## src/sv/jbt_pkg.sv

```systemverilog
// Shared types, codes and letter tables for the byte-serial JSON tokenizer.
// Depends on nothing; the tokenizer and checker refer to it by scoped names, the testbench imports it.

package jbt_pkg;

	// Register reset
	localparam logic [15:0] MAX_LEN_RESET = 16'd16383;

	// Lexer modes
	typedef enum logic [3:0] {
		M_IDLE    = 4'd0,
		M_ERROR   = 4'd1,
		M_STR     = 4'd2,
		M_STR_ESC = 4'd3,
		M_N_MINUS = 4'd4,
		M_N_ZERO  = 4'd5,
		M_N_INT   = 4'd6,
		M_N_DOT   = 4'd7,
		M_N_FRAC  = 4'd8,
		M_N_E     = 4'd9,
		M_N_ESIGN = 4'd10,
		M_N_EXP   = 4'd11,
		M_LIT     = 4'd12
	} lex_mode_t;

	// Result event codes
	typedef enum logic [1:0] {
		EV_CONTENT = 2'd0,
		EV_TOKEN   = 2'd1,
		EV_ERROR   = 2'd2,
		EV_END     = 2'd3
	} event_t;

	// Token kinds
	localparam logic [3:0] K_NULL   = 4'd0;
	localparam logic [3:0] K_NUMBER = 4'd1;
	localparam logic [3:0] K_STRING = 4'd2;
	localparam logic [3:0] K_TRUE   = 4'd3;
	localparam logic [3:0] K_FALSE  = 4'd4;
	localparam logic [3:0] K_LBRACE = 4'd5;
	localparam logic [3:0] K_RBRACE = 4'd6;
	localparam logic [3:0] K_LBRACK = 4'd7;
	localparam logic [3:0] K_RBRACK = 4'd8;
	localparam logic [3:0] K_COMMA  = 4'd9;
	localparam logic [3:0] K_COLON  = 4'd10;

	// Literal selector
	localparam logic [1:0] LIT_TRUE  = 2'd0;
	localparam logic [1:0] LIT_FALSE = 2'd1;
	localparam logic [1:0] LIT_NULL  = 2'd2;

	// One result as queued for output
	typedef struct packed {
		event_t     ev;
		logic [3:0] kind;
		logic [7:0] data;
		logic       last;
	} res_t;

	function automatic logic is_digit(input logic [7:0] b);
		return (b >= "0") && (b <= "9");
	endfunction

	// Length of each literal
	function automatic logic [2:0] lit_len(input logic [1:0] w);
		logic [2:0] n;
		unique case (w)
			LIT_TRUE:  n = 3'd4;
			LIT_FALSE: n = 3'd5;
			LIT_NULL:  n = 3'd4;
			default:   n = 3'd0;
		endcase
		return n;
	endfunction

	// Token kind of each literal
	function automatic logic [3:0] lit_kind(input logic [1:0] w);
		logic [3:0] k;
		unique case (w)
			LIT_TRUE:  k = K_TRUE;
			LIT_FALSE: k = K_FALSE;
			default:   k = K_NULL;
		endcase
		return k;
	endfunction

	// Expected letter at a given position of a literal
	function automatic logic [7:0] lit_char(input logic [1:0] w, input logic [2:0] p);
		logic [7:0] c;
		c = 8'h00;
		unique case (w)
			LIT_TRUE: begin
				case (p)
					3'd0: c = "t";
					3'd1: c = "r";
					3'd2: c = "u";
					3'd3: c = "e";
					default: c = 8'h00;
				endcase
			end
			LIT_FALSE: begin
				case (p)
					3'd0: c = "f";
					3'd1: c = "a";
					3'd2: c = "l";
					3'd3: c = "s";
					3'd4: c = "e";
					default: c = 8'h00;
				endcase
			end
			LIT_NULL: begin
				case (p)
					3'd0: c = "n";
					3'd1: c = "u";
					3'd2: c = "l";
					3'd3: c = "l";
					default: c = 8'h00;
				endcase
			end
			default: c = 8'h00;
		endcase
		return c;
	endfunction

endpackage

```

## src/sv/jbt_if.sv

```systemverilog
// Valid/ready channel interfaces for the tokenizer: text bytes in, results out.
// Standalone; no package needed.

interface jbt_text_if;
	logic       valid;
	logic       ready;
	logic [7:0] in_byte;
	logic       restart;

	modport source (output valid, output in_byte, output restart, input ready);
	modport sink   (input valid, input in_byte, input restart, output ready);
	modport mon    (input valid, input in_byte, input restart, input ready);
endinterface

interface jbt_token_if;
	logic       valid;
	logic       ready;
	logic [1:0] event_res;
	logic [3:0] token_kind;
	logic [7:0] out_byte;
	logic       last;

	modport source (output valid, output event_res, output token_kind, output out_byte,
		output last, input ready);
	modport sink   (input valid, input event_res, input token_kind, input out_byte,
		input last, output ready);
	modport mon    (input valid, input event_res, input token_kind, input out_byte,
		input last, input ready);
endinterface

```

## src/sv/json_byte_tokenizer.sv

```systemverilog
// Byte-serial JSON lexer: one text byte per transaction in, token results out.
// Depends on jbt_pkg and the channel interfaces in jbt_if.sv.

// The tokenizer takes one text byte per cycle while ready. Each accepted byte is decoded
// against the lexer state in the same cycle and its zero, one or two results
// are written into a four-entry result queue, which holds them from the cycle
// after the byte is accepted. A byte that closes a number and also
// starts a new token gives two results, which leave the queue one after the
// other. The text channel is ready whenever at least two queue entries are
// free. With the result side always taking, the block sustains one byte per
// cycle as long as bytes average no more than one result each; text such as
// "1,1,1," gives three results per two bytes, so the single result per cycle
// sets the pace there and input is held off as the queue fills, as it is when
// results back up. max_len_q is to be written through wr_en/wr_data only while
// the block is idle; the block itself does not enforce this.

module json_byte_tokenizer (
	input  logic        clk,
	input  logic        arst_n,
	jbt_text_if.sink    text,
	jbt_token_if.source tokens,
	input  logic        wr_en,
	input  logic [15:0] wr_data
);

	typedef struct packed {
		jbt_pkg::lex_mode_t mode;
		logic [1:0]         which;
		logic [2:0]         pos;
		logic [15:0]        cnt;
		logic               v;
		jbt_pkg::res_t      res;
	} start_t;

	// New token from idle or after a number; count 0 for a string, 1 for a number
	function automatic start_t start_tok(input logic [7:0] b, input logic [15:0] maxl);
		start_t st;
		st = '0;
		st.mode = jbt_pkg::M_IDLE;
		case (b) inside
			8'h00: begin
				st.v = 1'b1;
				st.res.ev = jbt_pkg::EV_END;
			end
			" ", 8'h09, 8'h0a, 8'h0d: st.v = 1'b0;
			"{": begin st.v = 1'b1; st.res.ev = jbt_pkg::EV_TOKEN; st.res.kind = jbt_pkg::K_LBRACE; end
			"}": begin st.v = 1'b1; st.res.ev = jbt_pkg::EV_TOKEN; st.res.kind = jbt_pkg::K_RBRACE; end
			"[": begin st.v = 1'b1; st.res.ev = jbt_pkg::EV_TOKEN; st.res.kind = jbt_pkg::K_LBRACK; end
			"]": begin st.v = 1'b1; st.res.ev = jbt_pkg::EV_TOKEN; st.res.kind = jbt_pkg::K_RBRACK; end
			",": begin st.v = 1'b1; st.res.ev = jbt_pkg::EV_TOKEN; st.res.kind = jbt_pkg::K_COMMA; end
			":": begin st.v = 1'b1; st.res.ev = jbt_pkg::EV_TOKEN; st.res.kind = jbt_pkg::K_COLON; end
			"\"": st.mode = jbt_pkg::M_STR;
			"t": begin st.mode = jbt_pkg::M_LIT; st.which = jbt_pkg::LIT_TRUE; st.pos = 3'd1; end
			"f": begin st.mode = jbt_pkg::M_LIT; st.which = jbt_pkg::LIT_FALSE; st.pos = 3'd1; end
			"n": begin st.mode = jbt_pkg::M_LIT; st.which = jbt_pkg::LIT_NULL; st.pos = 3'd1; end
			"-", ["0":"9"]: begin
				st.v = 1'b1;
				if (maxl == 16'd0) begin
					st.mode   = jbt_pkg::M_ERROR;
					st.res.ev = jbt_pkg::EV_ERROR;
				end else begin
					st.cnt      = 16'd1;
					st.res.ev   = jbt_pkg::EV_CONTENT;
					st.res.kind = jbt_pkg::K_NUMBER;
					st.res.data = b;
					if (b == "-")
						st.mode = jbt_pkg::M_N_MINUS;
					else if (b == "0")
						st.mode = jbt_pkg::M_N_ZERO;
					else
						st.mode = jbt_pkg::M_N_INT;
				end
			end
			default: begin
				st.v      = 1'b1;
				st.mode   = jbt_pkg::M_ERROR;
				st.res.ev = jbt_pkg::EV_ERROR;
			end
		endcase
		return st;
	endfunction

	// Lexer state and register
	jbt_pkg::lex_mode_t mode_q, mode_e, mode_d;
	logic [1:0]         which_q, which_e, which_d;
	logic [2:0]         pos_q, pos_e, pos_d;
	logic [15:0]        cnt_q, cnt_e, cnt_d;
	logic [15:0]        max_len_q;

	// Result queue
	jbt_pkg::res_t fifo_q [4];
	logic [1:0]    wr_ptr_q, rd_ptr_q;
	logic [2:0]    fill_q;

	logic          accept, pop;
	logic          r0_v, r1_v;
	jbt_pkg::res_t r0, r1;
	start_t        st;
	logic [7:0]    b;
	logic          d, e, num_end, num_bad, num_go, lit_ok;
	jbt_pkg::lex_mode_t num_nx;

	assign b      = text.in_byte;
	assign accept = text.valid && text.ready;
	assign pop    = tokens.valid && tokens.ready;

	assign text.ready = (fill_q <= 3'd2);

	// State seen by this byte after an optional restart
	always_comb begin
		if (text.restart) begin
			mode_e  = jbt_pkg::M_IDLE;
			which_e = 2'd0;
			pos_e   = 3'd0;
			cnt_e   = 16'd0;
		end else begin
			mode_e  = mode_q;
			which_e = which_q;
			pos_e   = pos_q;
			cnt_e   = cnt_q;
		end
	end

	// Number grammar step
	always_comb begin
		d       = jbt_pkg::is_digit(b);
		e       = (b == "e") || (b == "E");
		num_nx  = mode_e;
		num_end = 1'b0;
		num_bad = 1'b0;
		case (mode_e)
			jbt_pkg::M_N_MINUS: begin
				if (b == "0") num_nx = jbt_pkg::M_N_ZERO;
				else if (d)   num_nx = jbt_pkg::M_N_INT;
				else          num_bad = 1'b1;
			end
			jbt_pkg::M_N_ZERO: begin
				if (b == ".")  num_nx = jbt_pkg::M_N_DOT;
				else if (e)    num_nx = jbt_pkg::M_N_E;
				else if (d)    num_bad = 1'b1;
				else           num_end = 1'b1;
			end
			jbt_pkg::M_N_INT: begin
				if (d)             num_nx = jbt_pkg::M_N_INT;
				else if (b == ".") num_nx = jbt_pkg::M_N_DOT;
				else if (e)        num_nx = jbt_pkg::M_N_E;
				else               num_end = 1'b1;
			end
			jbt_pkg::M_N_DOT: begin
				if (d) num_nx = jbt_pkg::M_N_FRAC;
				else   num_bad = 1'b1;
			end
			jbt_pkg::M_N_FRAC: begin
				if (d)      num_nx = jbt_pkg::M_N_FRAC;
				else if (e) num_nx = jbt_pkg::M_N_E;
				else        num_end = 1'b1;
			end
			jbt_pkg::M_N_E: begin
				if ((b == "+") || (b == "-")) num_nx = jbt_pkg::M_N_ESIGN;
				else if (d)                   num_nx = jbt_pkg::M_N_EXP;
				else                          num_bad = 1'b1;
			end
			jbt_pkg::M_N_ESIGN: begin
				if (d) num_nx = jbt_pkg::M_N_EXP;
				else   num_bad = 1'b1;
			end
			default: begin
				if (d) num_nx = jbt_pkg::M_N_EXP;
				else   num_end = 1'b1;
			end
		endcase
		num_go = !num_end && !num_bad;
	end

	assign st     = start_tok(b, max_len_q);
	assign lit_ok = (which_e != 2'd3) && (pos_e < jbt_pkg::lit_len(which_e))
		&& (jbt_pkg::lit_char(which_e, pos_e) == b);

	// Main decode: next state and up to two results
	always_comb begin
		mode_d  = mode_e;
		which_d = which_e;
		pos_d   = pos_e;
		cnt_d   = cnt_e;
		r0_v    = 1'b0;
		r1_v    = 1'b0;
		r0      = '0;
		r1      = '0;
		unique case (mode_e)
			jbt_pkg::M_ERROR: begin
				r0_v  = 1'b1;
				r0.ev = jbt_pkg::EV_ERROR;
			end
			jbt_pkg::M_STR, jbt_pkg::M_STR_ESC: begin
				r0_v = 1'b1;
				if (b == 8'h00) begin
					mode_d = jbt_pkg::M_ERROR;
					r0.ev  = jbt_pkg::EV_ERROR;
				end else if ((b == "\"") && (mode_e == jbt_pkg::M_STR)) begin
					r0.ev   = jbt_pkg::EV_TOKEN;
					r0.kind = jbt_pkg::K_STRING;
					mode_d  = jbt_pkg::M_IDLE;
					which_d = 2'd0;
					pos_d   = 3'd0;
					cnt_d   = 16'd0;
				end else if (cnt_e >= max_len_q) begin
					mode_d = jbt_pkg::M_ERROR;
					r0.ev  = jbt_pkg::EV_ERROR;
				end else begin
					mode_d  = (b == "\\") ? jbt_pkg::M_STR_ESC : jbt_pkg::M_STR;
					cnt_d   = cnt_e + 16'd1;
					r0.ev   = jbt_pkg::EV_CONTENT;
					r0.kind = jbt_pkg::K_STRING;
					r0.data = b;
				end
			end
			jbt_pkg::M_N_MINUS, jbt_pkg::M_N_ZERO, jbt_pkg::M_N_INT, jbt_pkg::M_N_DOT,
			jbt_pkg::M_N_FRAC, jbt_pkg::M_N_E, jbt_pkg::M_N_ESIGN, jbt_pkg::M_N_EXP: begin
				r0_v = 1'b1;
				if (num_bad || (num_go && (cnt_e >= max_len_q))) begin
					mode_d = jbt_pkg::M_ERROR;
					r0.ev  = jbt_pkg::EV_ERROR;
				end else if (num_end) begin
					// number closes, byte then starts the next token
					r0.ev   = jbt_pkg::EV_TOKEN;
					r0.kind = jbt_pkg::K_NUMBER;
					mode_d  = st.mode;
					which_d = st.which;
					pos_d   = st.pos;
					cnt_d   = st.cnt;
					r1_v    = st.v;
					r1      = st.res;
				end else begin
					mode_d  = num_nx;
					cnt_d   = cnt_e + 16'd1;
					r0.ev   = jbt_pkg::EV_CONTENT;
					r0.kind = jbt_pkg::K_NUMBER;
					r0.data = b;
				end
			end
			jbt_pkg::M_LIT: begin
				if (!lit_ok) begin
					r0_v   = 1'b1;
					mode_d = jbt_pkg::M_ERROR;
					r0.ev  = jbt_pkg::EV_ERROR;
				end else if ((pos_e + 3'd1) >= jbt_pkg::lit_len(which_e)) begin
					r0_v    = 1'b1;
					r0.ev   = jbt_pkg::EV_TOKEN;
					r0.kind = jbt_pkg::lit_kind(which_e);
					mode_d  = jbt_pkg::M_IDLE;
					which_d = 2'd0;
					pos_d   = 3'd0;
					cnt_d   = 16'd0;
				end else begin
					pos_d = pos_e + 3'd1;
				end
			end
			default: begin
				mode_d  = st.mode;
				which_d = st.which;
				pos_d   = st.pos;
				cnt_d   = st.cnt;
				r0_v    = st.v;
				r0      = st.res;
			end
		endcase
		r0.last = !r1_v;
		r1.last = 1'b1;
	end

	// Lexer state and register
	always_ff @(posedge clk or negedge arst_n) begin
		if (!arst_n) begin
			mode_q    <= jbt_pkg::M_IDLE;
			which_q   <= 2'd0;
			pos_q     <= 3'd0;
			cnt_q     <= 16'd0;
			max_len_q <= jbt_pkg::MAX_LEN_RESET;
		end else begin
			if (accept) begin
				mode_q  <= mode_d;
				which_q <= which_d;
				pos_q   <= pos_d;
				cnt_q   <= cnt_d;
			end
			if (wr_en)
				max_len_q <= wr_data;
		end
	end

	// Queue pointers and fill
	always_ff @(posedge clk or negedge arst_n) begin
		if (!arst_n) begin
			wr_ptr_q <= 2'd0;
			rd_ptr_q <= 2'd0;
			fill_q   <= 3'd0;
		end else begin
			wr_ptr_q <= wr_ptr_q + (accept ? {1'b0, r0_v} + {1'b0, r1_v} : 2'd0);
			rd_ptr_q <= rd_ptr_q + {1'b0, pop};
			fill_q   <= fill_q + (accept ? {2'b0, r0_v} + {2'b0, r1_v} : 3'd0)
				- {2'b0, pop};
		end
	end

	// Queue storage
	always_ff @(posedge clk) begin
		if (accept && r0_v)
			fifo_q[wr_ptr_q] <= r0;
		if (accept && r1_v)
			fifo_q[wr_ptr_q + 2'd1] <= r1;
	end

	assign tokens.valid      = (fill_q != 3'd0);
	assign tokens.event_res  = fifo_q[rd_ptr_q].ev;
	assign tokens.token_kind = fifo_q[rd_ptr_q].kind;
	assign tokens.out_byte   = fifo_q[rd_ptr_q].data;
	assign tokens.last       = fifo_q[rd_ptr_q].last;

endmodule

```

## src/flat_wrapper.sv

```systemverilog
// flat-port wrapper written by rule: the top's interface ports become plain ports
module json_byte_tokenizer_flat 
  (clk, arst_n, wr_en, wr_data, text_valid, text_in_byte, text_restart, text_ready, tokens_valid, tokens_event_res, tokens_token_kind, tokens_out_byte, tokens_last, tokens_ready);
  jbt_text_if text_i ();
  jbt_token_if tokens_i ();
  input  logic clk;
  input  logic arst_n;
  input  logic wr_en;
  input  logic [15:0] wr_data;
  input wire logic [$bits(text_i.valid)-1:0] text_valid;
  input wire logic [$bits(text_i.in_byte)-1:0] text_in_byte;
  input wire logic [$bits(text_i.restart)-1:0] text_restart;
  output wire logic [$bits(text_i.ready)-1:0] text_ready;
  output wire logic [$bits(tokens_i.valid)-1:0] tokens_valid;
  output wire logic [$bits(tokens_i.event_res)-1:0] tokens_event_res;
  output wire logic [$bits(tokens_i.token_kind)-1:0] tokens_token_kind;
  output wire logic [$bits(tokens_i.out_byte)-1:0] tokens_out_byte;
  output wire logic [$bits(tokens_i.last)-1:0] tokens_last;
  input wire logic [$bits(tokens_i.ready)-1:0] tokens_ready;
  assign text_i.valid = text_valid;
  assign text_i.in_byte = text_in_byte;
  assign text_i.restart = text_restart;
  assign text_ready = text_i.ready;
  assign tokens_valid = tokens_i.valid;
  assign tokens_event_res = tokens_i.event_res;
  assign tokens_token_kind = tokens_i.token_kind;
  assign tokens_out_byte = tokens_i.out_byte;
  assign tokens_last = tokens_i.last;
  assign tokens_i.ready = tokens_ready;
  json_byte_tokenizer u_core (.clk(clk), .arst_n(arst_n), .text(text_i), .tokens(tokens_i), .wr_en(wr_en), .wr_data(wr_data));
endmodule
```

## config.mk

```make
export PLATFORM = sky130hd
export DESIGN_NAME = json_byte_tokenizer_flat
export DESIGN_NICKNAME = d
export VERILOG_FILES = /design/src/sv/jbt_pkg.sv /design/src/sv/jbt_if.sv /design/src/sv/json_byte_tokenizer.sv /design/src/flat_wrapper.sv
export SDC_FILE = /design/constraint.sdc
export NUM_CORES = 1
export LEC_CHECK = 0
export BUFFER_PORTS_ARGS = -buffer_cell sky130_fd_sc_hd__buf_2
export CAP_MARGIN = 20
export CORE_MARGIN = 1
export CORE_UTILIZATION = 45
export DETAILED_ROUTE_END_ITERATION = 10
export SLEW_MARGIN = 20
export SYNTH_ARGS = -nofsm -noshare
export SYNTH_HDL_FRONTEND = slang
export SYNTH_SLANG_ARGS = --single-unit
```

## constraint.sdc

```tcl
create_clock -name clk -period 4.6 [get_ports clk]
set_clock_uncertainty 0.15 [all_clocks]
set_input_delay 0.46 -clock clk [delete_from_list [all_inputs] [get_ports clk]]
set_output_delay 0.46 -clock clk [all_outputs]
set_load 0.05 [all_outputs]
```

After elaboration in Yosys (flattened, before gate mapping). Memory sizes are Yosys's and may differ from the RTL's. Cells that the tools add are included.

Bits in registers: 48. Memory bits (writable): 60. Input port bits: 30. Memories: 1.

$add $sub $neg: 9. Magnitude comparators: 6. Eq/ne operators: 41. Multiplexer cells: 193. Reduce and logical (&&, ||, !) cells: 31.

Memories: u_core.fifo_q (depth 4, width 15, read ports 1, clocked after Yosys merged registers in 0, write ports 2, RTL line json_byte_tokenizer.sv:91) `jbt_pkg::res_t fifo_q [4];`.

Operators with widths (count): 16-bit 2-to-1 mux (21); 4-bit 2-to-1 mux (45); 8-bit 2-to-1 mux (15); 8-bit by 7-bit == test with 1-bit output, second input constant (10); 5-bit 2-to-1 mux (14); 8-bit by 6-bit == test with 1-bit output, second input constant (8); 16-bit case mux with 4 select lines (1); 2-bit 2-to-1 mux (28); 8-bit case mux with 3 select lines (2); 15-bit 2-to-1 mux (3); 1-bit 2-to-1 mux (35); 7-bit case mux with 5 select lines (1); 4-bit case mux with 4 select lines (2); 3-bit 2-to-1 mux (10); 7-bit case mux with 4 select lines (1); 8-bit by 4-bit == test with 1-bit output, second input constant (3); 12-bit 2-to-1 mux (2); 4-bit case mux with 6 select lines (1); 7-bit case mux with 3 select lines (1); 4-bit == test, second input constant (5); 16-bit by 1-bit adder with 16-bit output, second input constant (1); 4-bit by 3-bit == test with 1-bit output, second input constant (4); 16-bit >= comparator (1); 16-bit logical NOT (1); 40 further kinds (65).

Logic depth before layout (Yosys ltp).
Depth in word-level cells: 20. Gate-level depth with buffers: 19. Gate-level depth less buffers: 17.

Least setup slack after synthesis. Ideal clock, no wire load.

Path kind: input -> register. Start: input text_restart. End: register u_core.fill_q[2]. Arrival time: 3950 ps. Data required time: 4327 ps. Path slack: 378 ps. Stages: 18. Cell sequence: buf_4 -> buf_2 -> and3b_1 -> ha_1 -> nand2_1 -> and3_1 -> or4_4 -> or4_1 -> buf_4 -> o21ai_2 -> nand2_1 -> ha_1 -> and3_1 -> ha_1 -> inv_1 -> fa_1 -> xor2_1 -> xnor2_1.

Word-level cells in the longest chain between the ends: 14. Elaborated cells on any way between the ends: 62.

RTL lines: start, declared (RTL line flat_wrapper.sv:12) `input wire logic [$bits(text_i.restart)-1:0] text_restart;`; 2-bit 2-to-1 mux or 4-bit 2-to-1 mux (tied branches) (RTL line json_byte_tokenizer.sv:111) `if (text.restart) begin`; 2-bit == test, or another cell as far along (RTL line jbt_pkg.sv:67, jbt_pkg.sv:91); 2-bit OR reduction (no line) or 4-bit OR reduction (tied branches); 3-bit case mux with 2 select lines or 1-bit case mux with 4 select lines (tied branches) (RTL line jbt_pkg.sv:67, json_byte_tokenizer.sv:131); 3-bit 2-to-1 mux or 1-bit logical NOT (tied branches) (RTL line json_byte_tokenizer.sv:242, json_byte_tokenizer.sv:172); 3-bit 2-to-1 mux or 1-bit logical AND (tied branches) (RTL line json_byte_tokenizer.sv:189, json_byte_tokenizer.sv:172); 3-bit >= comparator or 1-bit logical AND (tied branches) (RTL line json_byte_tokenizer.sv:246, json_byte_tokenizer.sv:220); 1-bit 2-to-1 mux or 1-bit logical OR (tied branches) (RTL line json_byte_tokenizer.sv:246, json_byte_tokenizer.sv:220); 1-bit 2-to-1 mux (on tied branches) (RTL line json_byte_tokenizer.sv:242, json_byte_tokenizer.sv:220); 1-bit case mux with 2 select lines or 1-bit 2-to-1 mux (tied branches) (RTL line json_byte_tokenizer.sv:189) `unique case (mode_e)`; 1-bit by 1-bit adder with 2-bit output * (RTL line json_byte_tokenizer.sv:300) `fill_q <= fill_q + (accept ? {2'b0, r0_v} + {2'b0, r1_v} : 3'd0)`; 3-bit 2-to-1 mux * (RTL line json_byte_tokenizer.sv:300); 3-bit adder * (RTL line json_byte_tokenizer.sv:300); 3-bit by 1-bit subtractor with 3-bit output * (RTL line json_byte_tokenizer.sv:301) `- {2'b0, pop};`; end signal, assigned (RTL line json_byte_tokenizer.sv:300); end, declared (RTL line json_byte_tokenizer.sv:93) `logic [2:0] fill_q;`.

Every way passes the cells marked *; elsewhere a longest branch is shown, timed or not. The select of a mux whose other input is x is not followed. A chain may end at the register's enable or synchronous reset.

Worst setup path in the final report.
Start: register u_core.which_q[1]. End: register u_core.fill_q[2].

Word-level cells in the longest chain between the ends: 14. Elaborated cells on any way between the ends: 22.

RTL lines: start, declared (RTL line json_byte_tokenizer.sv:85) `logic [1:0] which_q, which_e, which_d;`; start signal, assigned (RTL line json_byte_tokenizer.sv:282) `which_q <= which_d;`; 2-bit 2-to-1 mux * (RTL line json_byte_tokenizer.sv:111); 2-bit == test or 2-bit logical NOT (tied branches) (RTL line jbt_pkg.sv:67, jbt_pkg.sv:91); 2-bit OR reduction (no line); 3-bit case mux with 2 select lines (RTL line jbt_pkg.sv:67) `unique case (w)`; 3-bit 2-to-1 mux (RTL line json_byte_tokenizer.sv:242) `if (!lit_ok) begin`; 3-bit 2-to-1 mux (RTL line json_byte_tokenizer.sv:189); 3-bit >= comparator (RTL line json_byte_tokenizer.sv:246) `end else if ((pos_e + 3'd1) >= jbt_pkg::lit_len(which_e)) begin`; 1-bit 2-to-1 mux (RTL line json_byte_tokenizer.sv:246); 1-bit 2-to-1 mux * (RTL line json_byte_tokenizer.sv:242); 1-bit case mux with 2 select lines * (RTL line json_byte_tokenizer.sv:189); 1-bit by 1-bit adder with 2-bit output * (RTL line json_byte_tokenizer.sv:300); 3-bit 2-to-1 mux * (RTL line json_byte_tokenizer.sv:300); 3-bit adder * (RTL line json_byte_tokenizer.sv:300); 3-bit by 1-bit subtractor with 3-bit output * (RTL line json_byte_tokenizer.sv:301).

Marked as above.

==> results.py <==
metrics = {
    "synth": {
        "synth-edff-count": 56,
        "synthMuxAreaShare_pct": 4.958,
        "ys_ff_latch": 108,
        "synthAdderAreaFrac_pct": 4.665,
        "mappedNetlistNets": 879,
        "synth-xor-area-share_pct": 1.370,
        "yosysSeqAreaShare_pct": 38.85,
        "synth_async_sr_flop_share_pct": 44.44,
        "synth_area_leaders": "edfxtp_1 (22%), dfrtp_1 (11%), dfstp_2 (4.8%), ha_1 (4.4%), mux4_2 (4.4%)",
        "syn_inst": 821,
        "synth_compound_area_share_pct": 19.67,
        "synth_top_area_share_pct": 21.92,
        "yosys_warnings": 0,
        "synth_top_area_cell": "edfxtp_1",
        "synthSimpleGateAreaFrac_pct": 25.72,
        "synth_top_family_by_area": "simple AND/OR/NAND/NOR gates",
        "synth_cell_types": 95,
        "synth_ff_type": "edfxtp_1",
        "netlist_area_um2": 7671,
        "syn_area_per_cell_um2": 9.344,
    },
    "clock_network": {
        "postCtsSetupBuffers": 0,
        "cts_buffers": 9,
        "cts_root_buffer": "clkbuf_16",
        "cts_resized": 0,
        "cts_tree": "done",
        "cts_max_level": 3,
        "cts_hold_repair.buffers": 0,
        "worstSkewPairLatency_ps": 370,
        "clk_path_buf_depth": 2,
        "numClockSinks": 108,
        "clk_pin_slew_ps": 80,
    },
    "outcome": {
        "status": "finished, final reports clean",
    },
    "worst_setup_path": {
        "reg2reg_depth": 15,
        "critical_path_buf_inv_count": 2,
        "cp_top_family": "simple AND/OR/NAND/NOR gates",
        "crit_start": "u_core.which_q[1]",
        "cp_data_required_time_ps": 4700,
        "cp_num_cells": 15,
        "r2r_start": "u_core.which_q[1]",
        "reg2reg_slack_ps": 350,
        "worstSetupPathType": "reg -> reg",
        "start_kind": "flip-flop",
        "r2r-end": "u_core.fill_q[2]",
        "crit_arrival_ps": 4350,
        "cp_cell_sequence": "buf_4 > nor3b_2 > nand2_1 > and3_1 > or4_4 > or4_1 > o21ai_2 > nand2_1 > ha_1 > and3_1 > ha_1 > inv_1 > fa_1 > xor2_1 > xnor2_1",
        "cp_max_fo": 11,
        "crit_path_end_kind": "flip-flop",
        "worst_path_largest_cell_delay_ps": 570,
        "slowest_stage": "or4_4",
    },
    "route": {
        "ant_nets": 0,
        "first_iter_violations": 660,
        "drc": 0,
        "drtPass1Iterations": 5,
        "drt_wl_total_um": 21490,
        "wl_per_cell_um": 20.03,
        "vias": 6653,
        "avgViaCountPerCell": 6.200,
    },
    "sta": {
        "slew_headroom_pct": 35.48,
        "fin_crit_sh_pct": 92.41,
        "hold_viol": 0,
        "setup_slack_ps": 349.1,
        "setup_tns_ps": 0,
        "setup_viol": 0,
        "rsz0062_at_grt": "false",
        "worstMarginPinSlew_ps": 967.9,
        "period_needed_ps": 4251,
        "max_freq_mhz": 235.2,
        "drv_slew": 0,
    },
    "grt": {
        "track_usage_pct": 25.73,
        "gr-total-overflow": 0,
        "antenna_found_initial": 0,
        "grt_pass1_wl_um": 35740,
        "grt_max_degree": 49,
        "grt_pass1_vias": 6602,
    },
    "die": {
        "die_h_um": 132.6,
        "die_w_um": 132.6,
        "start_util_pct": 46.09,
        "dieArea_um2": 17570,
        "coreArea_um2": 16640,
        "fp-row-count": 47,
        "ios": 47,
    },
    "cells_and_area": {
        "antennaDiodeCount": 0,
        "fill_cells": 1528,
        "nets": 906,
        "final_common_cell": "nand2_1",
        "layout_common_cells": "nand2_1 (85), edfxtp_1 (56), o21ai_0 (55), nor2_1 (46), buf_2 (46)",
        "drive_above_1_share_pct": 17.23,
        "syn_to_final_growth_pct": 9.949,
    },
    "place": {
        "io_buffers": 46,
        "place_congestion": 0.8992,
        "dp_hpwl_um": 15730,
        "pre_cts_ws_ps": 273.7,
    },
    "power_and_ir_drop": {
        "power.density_nw_per_um2": 452.4,
        "power.leakage_nw": 3.324,
        "vdd_drop_max_mv": 0.3253,
    },
    "flow_run": {
        "drv_cap": 0,
    },
    "hold_path": {
        "hp-class": "in -> async",
    },
}
==> power by group <==
part           total [mW]  internal, mW  switching (mW)
logic                1.57         0.532            1.04
clock network       0.863         0.475           0.389
registers            1.38          1.19           0.194
==> state kept, by name, summed over array words and instances (netlist names) <==
| register | flops |
|---|---|
| u_core.which_q | 2 |
| u_core.pos_q | 3 |
| u_core.mode_q | 4 |
| u_core.fill_q | 3 |
| u_core.cnt_q | 16 |
| u_core.max_len_q | 16 |
| u_core.fifo_q | 60 |
| u_core.wr_ptr_q | 2 |
| u_core.rd_ptr_q | 2 |
==> worst register-to-register path, cell delays in order, from the launching register on <==
cell and delay [ps]:
dfrtp_1 500, buf_4 220, nor3b_2 340, nand2_1 140, and3_1 220, or4_4 570, or4_1 470, o21ai_2 130
nand2_1 90, ha_1 280, and3_1 170, ha_1 150, inv_1 50, fa_1 370, xor2_1 160, xnor2_1 120
==> synth_stat cells (6+ instances only) <==
master / number
nand2_1: 85
dfrtp_1: 34
buf_2: 12
nand2b_1: 19
nor4_1: 12
o22ai_1: 21
edfxtp_1: 56
a211oi_1: 7
o21ai_0: 55
nor3_1: 21
ha_1: 27
and3_1: 13
a31oi_1: 7
nand3_1: 22
clkbuf_1: 30
a21oi_1: 32
nand4_1: 12
nor2_1: 46
o21a_1: 15
nor2b_1: 22
inv_1: 31
xor2_1: 8
and2_1: 36
dfstp_2: 14
o211ai_1: 10
nand3b_1: 6
or3_1: 8
mux4_2: 15
==> stage by stage <==
stage                     total power [mW]  hold slack [ps]  std cells  util [%]  cell area (µm²)
after CTS                            3.831            79.22       1073     50.68             8434
after floorplan                      2.566            14.41        821         -             7671
after detailed placement             2.967            312.0       1057     48.68             8102
after global placement               2.943            299.5       1057     48.68             8102
final                                3.816            72.05       1073     50.68             8434
after global routing                 4.026            112.2       1073     50.68             8434
==> cell families after synthesis <==
logic type	after synthesis
mux	19
xor+xnor	12
fa+ha+maj	28
compound gates	221
simple gates	350
buf+inv	83
flops	108
==> layer usage <==
metal  global-route usage [%]  wire (µm)  up-vias  part of all wire [%]
li1                         -          -     3127                     -
met1                    36.09       9890     3260                    46
met2                    41.29      10090      232                    47
met3                    3.678       1120       34                   5.2
met4                    7.663        392        0                   1.8
met5                        0          0        -                     0
==> how the worst max path moves through the flow <==
stage	end
2_1_floorplan	u_core.fill_q[2]
3_3_place_gp	u_core.fill_q[2]
3_5_place_dp	u_core.fill_q[2]
4_1_cts	u_core.fill_q[2]
5_1_grt	u_core.fill_q[2]
6_report	u_core.fill_q[2]
==> area by class of cell <==
| cell class | count | area (µm²) | share of cell area [%] |
|---|---|---|---|
| Clock buffer | 13 | 304.0 | 3.605 |
| Inverter | 32 | 120.1 | 1.424 |
| Sequential cell | 108 | 2980 | 35.34 |
| Clock inverter | 3 | 28.78 | 0.3412 |
| Timing Repair Buffer | 67 | 400.4 | 4.747 |
| Tap cell | 220 | 275.3 | 3.264 |
| Multi-Input combinational cell | 630 | 4325 | 51.28 |
(Power assumes the default switching activity.)
